===== src/hdl/i2s_word_unpack_gain_core_macros.svh =====
// Assertion macros used by the merge stage of the capture word unpacker
`ifndef I2S_WORD_UNPACK_GAIN_CORE_MACROS_SVH
`define I2S_WORD_UNPACK_GAIN_CORE_MACROS_SVH

// same-cycle implication under reset
`define IWUG_ASSERT_NOW(lbl, clk, rstn, ante, cons, msg) \
    lbl: assert property (@(posedge clk) disable iff (!(rstn)) (ante) |-> (cons)) \
        else $error(msg);

// next-cycle implication under reset
`define IWUG_ASSERT_NEXT(lbl, clk, rstn, ante, cons, msg) \
    lbl: assert property (@(posedge clk) disable iff (!(rstn)) (ante) |=> (cons)) \
        else $error(msg);

`endif


===== src/hdl/iwug_pkg.sv =====
// Shared types and constants for the capture word unpacker
package iwug_pkg;

    localparam logic [1:0] REG_DEPTH  = 2'd0;
    localparam logic [1:0] REG_STEREO = 2'd1;
    localparam logic [1:0] REG_GAIN   = 2'd2;

    localparam logic       DEPTH_RESET  = 1'b1;
    localparam logic       STEREO_RESET = 1'b0;
    localparam logic [6:0] GAIN_RESET   = 7'd32;
    localparam logic [6:0] GAIN_CAP     = 7'd64;

    localparam logic signed [31:0] SAT24_MAX = 32'sd8388607;
    localparam logic signed [31:0] SAT24_MIN = -32'sd8388608;
    localparam logic signed [31:0] SAT16_MAX = 32'sd32767;
    localparam logic signed [31:0] SAT16_MIN = -32'sd32768;

    typedef struct packed {
        logic signed [23:0] first;
        logic signed [23:0] second;
        logic               two;
    } pair_t;

endpackage


===== src/hdl/iwug_lane.sv =====
// One lane: sample x gain (cap 64) saturated to active depth; gain 0 bypasses
module iwug_lane (
    input  logic signed [23:0] sample,
    input  logic               wide,
    input  logic        [6:0]  gain,
    output logic signed [23:0] result
);

    logic        [6:0]  gain_eff;
    logic signed [31:0] sample_ext;
    logic signed [31:0] gain_ext;
    logic signed [31:0] prod;
    logic signed [31:0] hi;
    logic signed [31:0] lo;
    logic signed [31:0] sat;

    always_comb
    begin
        gain_eff   = (gain > iwug_pkg::GAIN_CAP) ? iwug_pkg::GAIN_CAP : gain;
        sample_ext = 32'(sample);
        gain_ext   = $signed({25'd0, gain_eff});
        prod       = sample_ext * gain_ext;
        hi         = wide ? iwug_pkg::SAT24_MAX : iwug_pkg::SAT16_MAX;
        lo         = wide ? iwug_pkg::SAT24_MIN : iwug_pkg::SAT16_MIN;
        if (gain_eff == 7'd0)
        begin
            sat = sample_ext;
        end
        else if (prod > hi)
        begin
            sat = hi;
        end
        else if (prod < lo)
        begin
            sat = lo;
        end
        else
        begin
            sat = prod;
        end
        result = sat[23:0];
    end

endmodule


===== src/hdl/iwug_merge.sv =====
// Merge stage: hold the lane results of one word and hand them out in order
`include "i2s_word_unpack_gain_core_macros.svh"

module iwug_merge (
    input  logic                clk,
    input  logic                rst_n,
    input  logic                load,
    input  iwug_pkg::pair_t     pair,
    output logic                can_load,
    output logic signed [23:0]  sample_value,
    output logic                last_of_word,
    output logic                sample_valid,
    input  logic                sample_ready
);

    logic        [1:0]  cnt_reg;
    logic        [1:0]  cnt_next;
    logic signed [23:0] head_reg;
    logic signed [23:0] head_next;
    logic signed [23:0] pend_reg;
    logic signed [23:0] pend_next;
    logic               pop;

    assign pop          = sample_valid && sample_ready;
    assign sample_valid = (cnt_reg != 2'd0);
    assign last_of_word = (cnt_reg == 2'd1);
    assign sample_value = head_reg;
    assign can_load     = (cnt_reg == 2'd0) || ((cnt_reg == 2'd1) && sample_ready);

    always_comb
    begin
        cnt_next  = cnt_reg;
        head_next = head_reg;
        pend_next = pend_reg;
        if (load)
        begin
            head_next = pair.first;
            pend_next = pair.second;
            cnt_next  = pair.two ? 2'd2 : 2'd1;
        end
        else if (pop)
        begin
            head_next = pend_reg;
            cnt_next  = cnt_reg - 2'd1;
        end
    end

    always_ff @(posedge clk or negedge rst_n)
    begin
        if (!rst_n)
        begin
            cnt_reg <= 2'd0;
        end
        else
        begin
            cnt_reg <= cnt_next;
        end
    end

    always_ff @(posedge clk)
    begin
        head_reg <= head_next;
        pend_reg <= pend_next;
    end

    `IWUG_ASSERT_NOW(a_cnt_range, clk, rst_n, 1'b1, cnt_reg != 2'd3, "merge count out of range")
    `IWUG_ASSERT_NEXT(a_load_shows, clk, rst_n, load, sample_valid, "loaded word not shown")
    `IWUG_ASSERT_NEXT(a_second_follows, clk, rst_n, pop && !last_of_word,
        sample_valid && last_of_word && !$past(load), "second sample lost")
    `IWUG_ASSERT_NOW(a_no_overwrite, clk, rst_n, load, can_load, "word loaded over pending samples")

endmodule


===== src/hdl/i2s_word_unpack_gain_core.sv =====
// A word accepted at a clock edge is registered and shows its first sample from the next cycle on.
// Throughput: one sample per cycle while sample_ready is high; a two-sample word gives two samples, others one.
// The two gain lanes work in the accept cycle; the merge stage sets the output rate.
// Reset: rst_n clears the merge stage's sample count and loads depth 24, mono and gain 32.
// The next word is taken in the cycle its predecessor's last sample leaves.
module i2s_word_unpack_gain_core (
    input  logic               clk,
    input  logic               rst_n,
    input  logic               psel,
    input  logic               penable,
    input  logic               pwrite,
    input  logic        [3:0]  paddr,
    input  logic        [31:0] pwdata,
    output logic        [31:0] prdata,
    output logic               pready,
    input  logic        [31:0] capture_word,
    input  logic               lone_sample,
    input  logic               word_valid,
    output logic               word_ready,
    output logic signed [23:0] sample_value,
    output logic               last_of_word,
    output logic               sample_valid,
    input  logic               sample_ready
);

    logic               depth_reg;
    logic               stereo_reg;
    logic        [6:0]  gain_reg;
    logic               wr;
    logic signed [23:0] first_raw;
    logic signed [23:0] second_raw;
    logic signed [15:0] upper;
    logic signed [15:0] lower;
    logic signed [23:0] first_gained;
    logic signed [23:0] second_gained;
    iwug_pkg::pair_t    pair;
    logic               load;
    logic               can_load;

    assign pready = 1'b1;
    assign wr     = psel && penable && pwrite && pready;

    always_ff @(posedge clk or negedge rst_n)
    begin
        if (!rst_n)
        begin
            depth_reg  <= iwug_pkg::DEPTH_RESET;
            stereo_reg <= iwug_pkg::STEREO_RESET;
            gain_reg   <= iwug_pkg::GAIN_RESET;
        end
        else if (wr)
        begin
            case (paddr[3:2])
                iwug_pkg::REG_DEPTH:  depth_reg  <= pwdata[0];
                iwug_pkg::REG_STEREO: stereo_reg <= pwdata[0];
                iwug_pkg::REG_GAIN:   gain_reg   <= pwdata[6:0];
                default:              ;
            endcase
        end
    end

    always_comb
    begin
        case (paddr[3:2])
            iwug_pkg::REG_DEPTH:  prdata = {31'd0, depth_reg};
            iwug_pkg::REG_STEREO: prdata = {31'd0, stereo_reg};
            iwug_pkg::REG_GAIN:   prdata = {25'd0, gain_reg};
            default:              prdata = 32'd0;
        endcase
    end

    // split the word into lane samples
    always_comb
    begin
        upper = capture_word[31:16];
        lower = capture_word[15:0];
        if (depth_reg)
        begin
            first_raw  = capture_word[31:8];
            second_raw = 24'(lower);
        end
        else if (stereo_reg)
        begin
            first_raw  = 24'(lower);
            second_raw = 24'(upper);
        end
        else
        begin
            first_raw  = 24'(upper);
            second_raw = 24'(lower);
        end
    end

    iwug_lane u_lane0 (
        .sample (first_raw),
        .wide   (depth_reg),
        .gain   (gain_reg),
        .result (first_gained)
    );

    iwug_lane u_lane1 (
        .sample (second_raw),
        .wide   (depth_reg),
        .gain   (gain_reg),
        .result (second_gained)
    );

    assign pair       = {first_gained, second_gained, !depth_reg && !lone_sample};
    assign word_ready = can_load;
    assign load       = word_valid && can_load;

    iwug_merge u_merge (
        .clk          (clk),
        .rst_n        (rst_n),
        .load         (load),
        .pair         (pair),
        .can_load     (can_load),
        .sample_value (sample_value),
        .last_of_word (last_of_word),
        .sample_valid (sample_valid),
        .sample_ready (sample_ready)
    );

endmodule


===== config.mk =====
export PLATFORM = sky130hd
export DESIGN_NAME = i2s_word_unpack_gain_core
export DESIGN_NICKNAME = d
export VERILOG_FILES = /design/src/hdl/iwug_pkg.sv /design/src/hdl/iwug_lane.sv /design/src/hdl/iwug_merge.sv /design/src/hdl/i2s_word_unpack_gain_core.sv
export VERILOG_INCLUDE_DIRS = /design/src /design/src/hdl
export SDC_FILE = /design/constraint.sdc
export NUM_CORES = 1
export LEC_CHECK = 0
export BUFFER_PORTS_ARGS = -buffer_cell sky130_fd_sc_hd__buf_2
export CAP_MARGIN = 15
export CORE_MARGIN = 1.5
export CORE_UTILIZATION = 56
export CTS_BUF_LIST = sky130_fd_sc_hd__clkbuf_16
export DETAILED_ROUTE_END_ITERATION = 6
export GPL_TIMING_DRIVEN = 0
export PLACE_DENSITY = 0.87
export REMOVE_ABC_BUFFERS = 1
export SYNTH_ARGS = -nofsm -noshare
export SYNTH_HDL_FRONTEND = slang
export SYNTH_SLANG_ARGS = --single-unit

===== constraint.sdc =====
create_clock -name clk -period 12.1 [get_ports clk]
set_input_delay 0.605 -clock clk [delete_from_list [all_inputs] [get_ports clk]]
set_output_delay 0.605 -clock clk [all_outputs]
set_load 0.01 [all_outputs]

**After elaboration in Yosys (flattened, before gate mapping)**

Index checks and enable logic that the tools add are counted.

- Add/subtract/negate cells: 1
- $mul: 2
- Order comparisons: 5
- Equality and inequality tests: 3
- Mux-type cells: 19
- Reductions and logical operators: 17

Operator list:

| cell | count |
|---|---|
| $mux W24 | 12 |
| $gt A32 B24 Y1 | 2 |
| $lt A32 B24 Y1 | 2 |
| $mul A24 B8 Y32 | 2 |
| $mux W23 | 2 |
| $pmux W7 S3 | 1 |
| $gt A7 B7 Y1 const B | 1 |
| $logic_not A7 Y1 | 1 |
| $mux W7 | 1 |
| $logic_and A1 B1 Y1 | 6 |
| $mux W2 | 3 |
| $reduce_and A2 Y1 | 3 |
| $eq A2 B1 Y1 const B | 2 |
| $logic_not A2 Y1 | 2 |
| $reduce_bool A2 Y1 | 2 |
| $eq A2 B2 Y1 const B | 1 |
| $logic_not A1 Y1 | 2 |
| $sub A2 B1 Y2 const B | 1 |
| $logic_or A1 B1 Y1 | 1 |

- Bits in registers: 59

**Longest topological paths before layout**

- Depth after elaboration: 8
- Depth in mapped cells: 34
- Depth with buffers taken out: 31

**Cells and area by module**

From an unflattened synthesis, not the netlist that was laid out.

- Cells, all modules: 2093
- Area, all modules: 18069.8 um2

Modules (own cells, without submodules):

| module | times used | cells an instance | area an instance (um2) | seq. area each (um2) |
|---|---|---|---|---|
| iwug_lane (u_lane0) | 1 | 928 | 7459.7 | 0.0 |
| iwug_lane (u_lane1) | 1 | 928 | 7399.6 | 0.0 |
| iwug_merge | 1 | 93 | 1896.8 | 1491.4 |
| i2s_word_unpack_gain_core | 1 | 144 | 1313.8 | 227.7 |

**Worst setup path before layout**

No wires, ideal clock.

- Path type: reg-to-reg
- From: register depth_reg
- To: register u_merge.pend_reg[10], data pin
- Arrival: 8524 ps
- Data required time: 11823 ps
- Slack: 3299 ps
- Stages on the path, launching flop included: 32
- Buffers on the path: 3
- Clock period less this slack: 8801 ps
- Path through: dfstp_2 -> buf_2 -> inv_2 -> nand2_1 -> buf_1 -> mux2i_1 -> nor2_1 -> fa_1 -> fa_1 -> fa_1 -> inv_1 -> fa_1 -> inv_1 -> ha_1 -> a2111oi_0 -> a2111oi_0 -> a21boi_0 -> o21a_1 -> or2_2 -> a31oi_1 -> xnor2_1 -> ha_1 -> nor2_1 -> nand3_1 -> nor3_1 -> nand4b_1 -> or4_1 -> a211oi_1 -> a31oi_1 -> clkbuf_1 -> a211oi_1 -> a21oi_1

RTL lines:

| element | RTL line | source |
|---|---|---|
| from (decl) | i2s_word_unpack_gain_core.sv:26 | `logic depth_reg;` |
| from (signal assigned) | i2s_word_unpack_gain_core.sv:47 | `depth_reg <= iwug_pkg::DEPTH_RESET;` |
| from (signal assigned) | i2s_word_unpack_gain_core.sv:54 | `iwug_pkg::REG_DEPTH: depth_reg <= pwdata[0];` |
| to (signal assigned) | iwug_merge.sv:63 | `pend_reg <= pend_next;` |
| to (decl) | iwug_merge.sv:20 | `logic signed [23:0] pend_reg;` |

==> reports/metrics.csv <==
metric,value,unit
Die X,167.9,um
row cnt,60,
CTS max path bufs,2,
Post-Syn Area,15230,um2
WS Path Type,flop to flop,
TritonCTS Sinks,59,
height of the die,167.9,um
#FFs+latches synth,59,
post-synthesis compound-gate area fraction,14.85,%
detailed placement HPWL,33860,um
port bufs,82,
CTS tree,built,
TritonCTS buffer count,9,
via count,13729,
Antenna Cells,0,
area delta synth->final,6.433,%
Residual DRC,1,
final-report hold violation count,0,
YS warnings,0,
fill cell count,2147,
drt wl/cell,19.37,um
number of enable flip-flop cells after synthesis,48,
Die ar.,28190,um2
Pre-antenna DRT Iters,7,
Simple-Gate Fraction of Synth Area,16.60,%
Ports,136,
Hold Path Class,primary input to asynchronous set/reset pin,
grt ovf,0,
post-synthesis mux area share,2.785,%
largest family of logic cells by synthesized area,adder cells,
status,"finished, violations left",
Final ANT Viol Nets,0,
DR vias/cell,6.187,
Root Buffer,clkbuf_16,
fraction of layout instances using a drive strength above 1,7.508,%
dominant cell type by area after synthesis,fa_1,
min Tclk post-route,10970,ps
vias in the first global route,14106,
nets@finish,2318,
first-iteration detailed-routing DRC count,1432,
Tot GR Track Use,31.19,%
Synth top area share,28.26,%
final setup violation count,0,
adder-cell share of the synthesized area,40.91,%
clock skew,13.80,ps
endpoint type of the worst setup path,flop,
CP top delay family,simple AND/OR/NAND/NOR gates,
clk_lat worst skew,360,ps
Worst EP arrival,11030,ps
max_cap viols,0,
Core ar.,26800,um2
Worst slew margin,13.18,%
fmax,91.12,MHz
Setup Buffers After CTS,0,
synth unique cells,76,
antenna violations before repair,0,
"Top cell by count, worst path",fa_1,
Mapped Avg Cell Area,8.263,um2
first-pass GRT wire length,69650,um
failing checks,DRC,
final WL,42990,um
slowest cell on the critical path,dfrtp_1,
"Clk pin slew, worst setup/hold paths",70,ps
Gate Count Post-Synth,1843,
XOR/XNOR share of the synthesized area,2.415,%
TNS Setup,0,ps
largest net degree at the start of global routing,61,
Critical Path Start Type,flop,
Worst Path Required,12160,ps
Slew @ Worst Pin,1300,ps
Max Transition Viols Final,0,
# resized after CTS,0,
Tcrit/Tclk final,90.70,%
"Seq/Total Area, Yosys",11.29,%
RSZ-0062 raised after global routing,no,
Hold Buf Count CTS,0,
worst-path fanout max,24,
Initial Util,56.83,%
Main synth FF type,edfxtp_1,
max incr delay on CP,1100,ps
top post-synthesis cells by area,"fa_1 28%, ha_1 13%, edfxtp_1 9.5%",
Post-synth ARST share,18.64,%
RD Place Congestion,0.9344,
CP bufs+invs,3,
number of H-tree levels,3,
-- cell usage in the layout (no fill, tap or decap), types with 10 or more instances in the layout --
cell        n
mux2_2     10
fa_1      215
xor2_1     13
nor2_1    320
o21ai_0    46
a211oi_1   21
a21oi_1    93
mux2i_1    30
ha_1      154
edfxtp_1   48
and2_1     14
buf_2      82
nand2b_1   23
nand2_1   109
nand4_1    13
nor3_1     20
inv_1     320
a21o_1     17
conb_1     26
o21a_1     18
xnor2_1    29
o211ai_1   11
nor2b_1    17
nand3_1    23
-- cell usage after synthesis (all sizes together) (14+ instances only) --
library cell and n:
and2 14, fa 215, nand2 109, a21oi 93
clkbuf 56, edfxtp 48, o211ai 15, a211oi 21
inv 323, o21a 18, ha 154, xnor2 29
o21ai 54, nor2b 17, nor2 320, nor3 20
buf 41, a21o 17, nand3 23, mux2i 30
nand2b 23
-- cells by family after synthesis --
| kind of cell | after synthesis |
|---|---|
| compound gates | 334 |
| flops | 59 |
| simple gates | 576 |
| buf+inv | 420 |
| fa+ha+maj | 369 |
| mux | 41 |
| other cells | 2 |
| xor+xnor | 42 |
-- worst register-to-register path, delay by kind of cell (launching register included) --
kind            cells  cell delay, ps
simple gates        9            3140
fa+ha+maj           6            2790
compound gates      8            2070
flops               1            1100
mux                 1             960
buf+inv             3             350
xor+xnor            1             290
-- stage by stage --
step / cells / hold WS, ps / cell area, um2 / util, % / worst slack [ps]
2_1_floorplan: 1770 / 309.4 / 14840 / - / 2321
3_3_place_gp: 2193 / 479.0 / 15680 / 58.51 / 123.4
3_5_place_dp: 2199 / 485.3 / 15820 / 59.04 / 564.9
4_1_cts: 2215 / 108.5 / 16130 / 60.19 / 433.4
5_1_grt: 2219 / 128.0 / 16210 / 60.48 / 631.2
6_report: 2219 / 106.8 / 16210 / 60.48 / 1125
-- layout make-up --
class                      instances  area, um2  area share [%]
multi-input combinational       1388      11930           73.58
clock inverter                     7      82.58          0.5095
inverter                         323       1212           7.480
timing repair buffer              92      616.8           3.805
tap                              341      426.7           2.632
clock buffer                       9      225.2           1.389
sequential                        59       1719           10.61
-- metal layers --
layer / track usage (%) / vias to the layer above / wire (um)
li1: - / 6029 / -
met1: 36.13 / 6564 / 15410
met2: 52.77 / 897 / 20360
met3: 6.394 / 239 / 4135
met4: 20.37 / 0 / 3079
met5: 0 / - / 0
-- path summary, 6_finish.rpt --
| kind | endpoint | slack [ps] | cells after the start | from |
|---|---|---|---|---|
| setup / recovery | u_merge.pend_reg[11]$_DFFE_PP_ | 1130 | 28 | stereo_reg$_DFFE_PN0P_ |
| hold / removal | gain_reg[1]$_DFFE_PN0P_ | 110 | 1 | rst_n |
| setup reg to reg | u_merge.pend_reg[11]$_DFFE_PP_ | 1130 | 28 | stereo_reg$_DFFE_PN0P_ |
| hold reg to reg | u_merge.sample_value[2]$_DFFE_PP_ | 560 | 2 | u_merge.pend_reg[2]$_DFFE_PP_ |
| max in group asynchronous | depth_reg$_DFFE_PN1P_ | 11730 | 1 | rst_n |
| min in group clk | gain_reg[6]$_DFFE_PN0P_ | 460 | 3 | pwdata[6] |
Power is not shown: default switching activity piles up to over one toggle a cycle in this logic, so the estimate is an artifact.
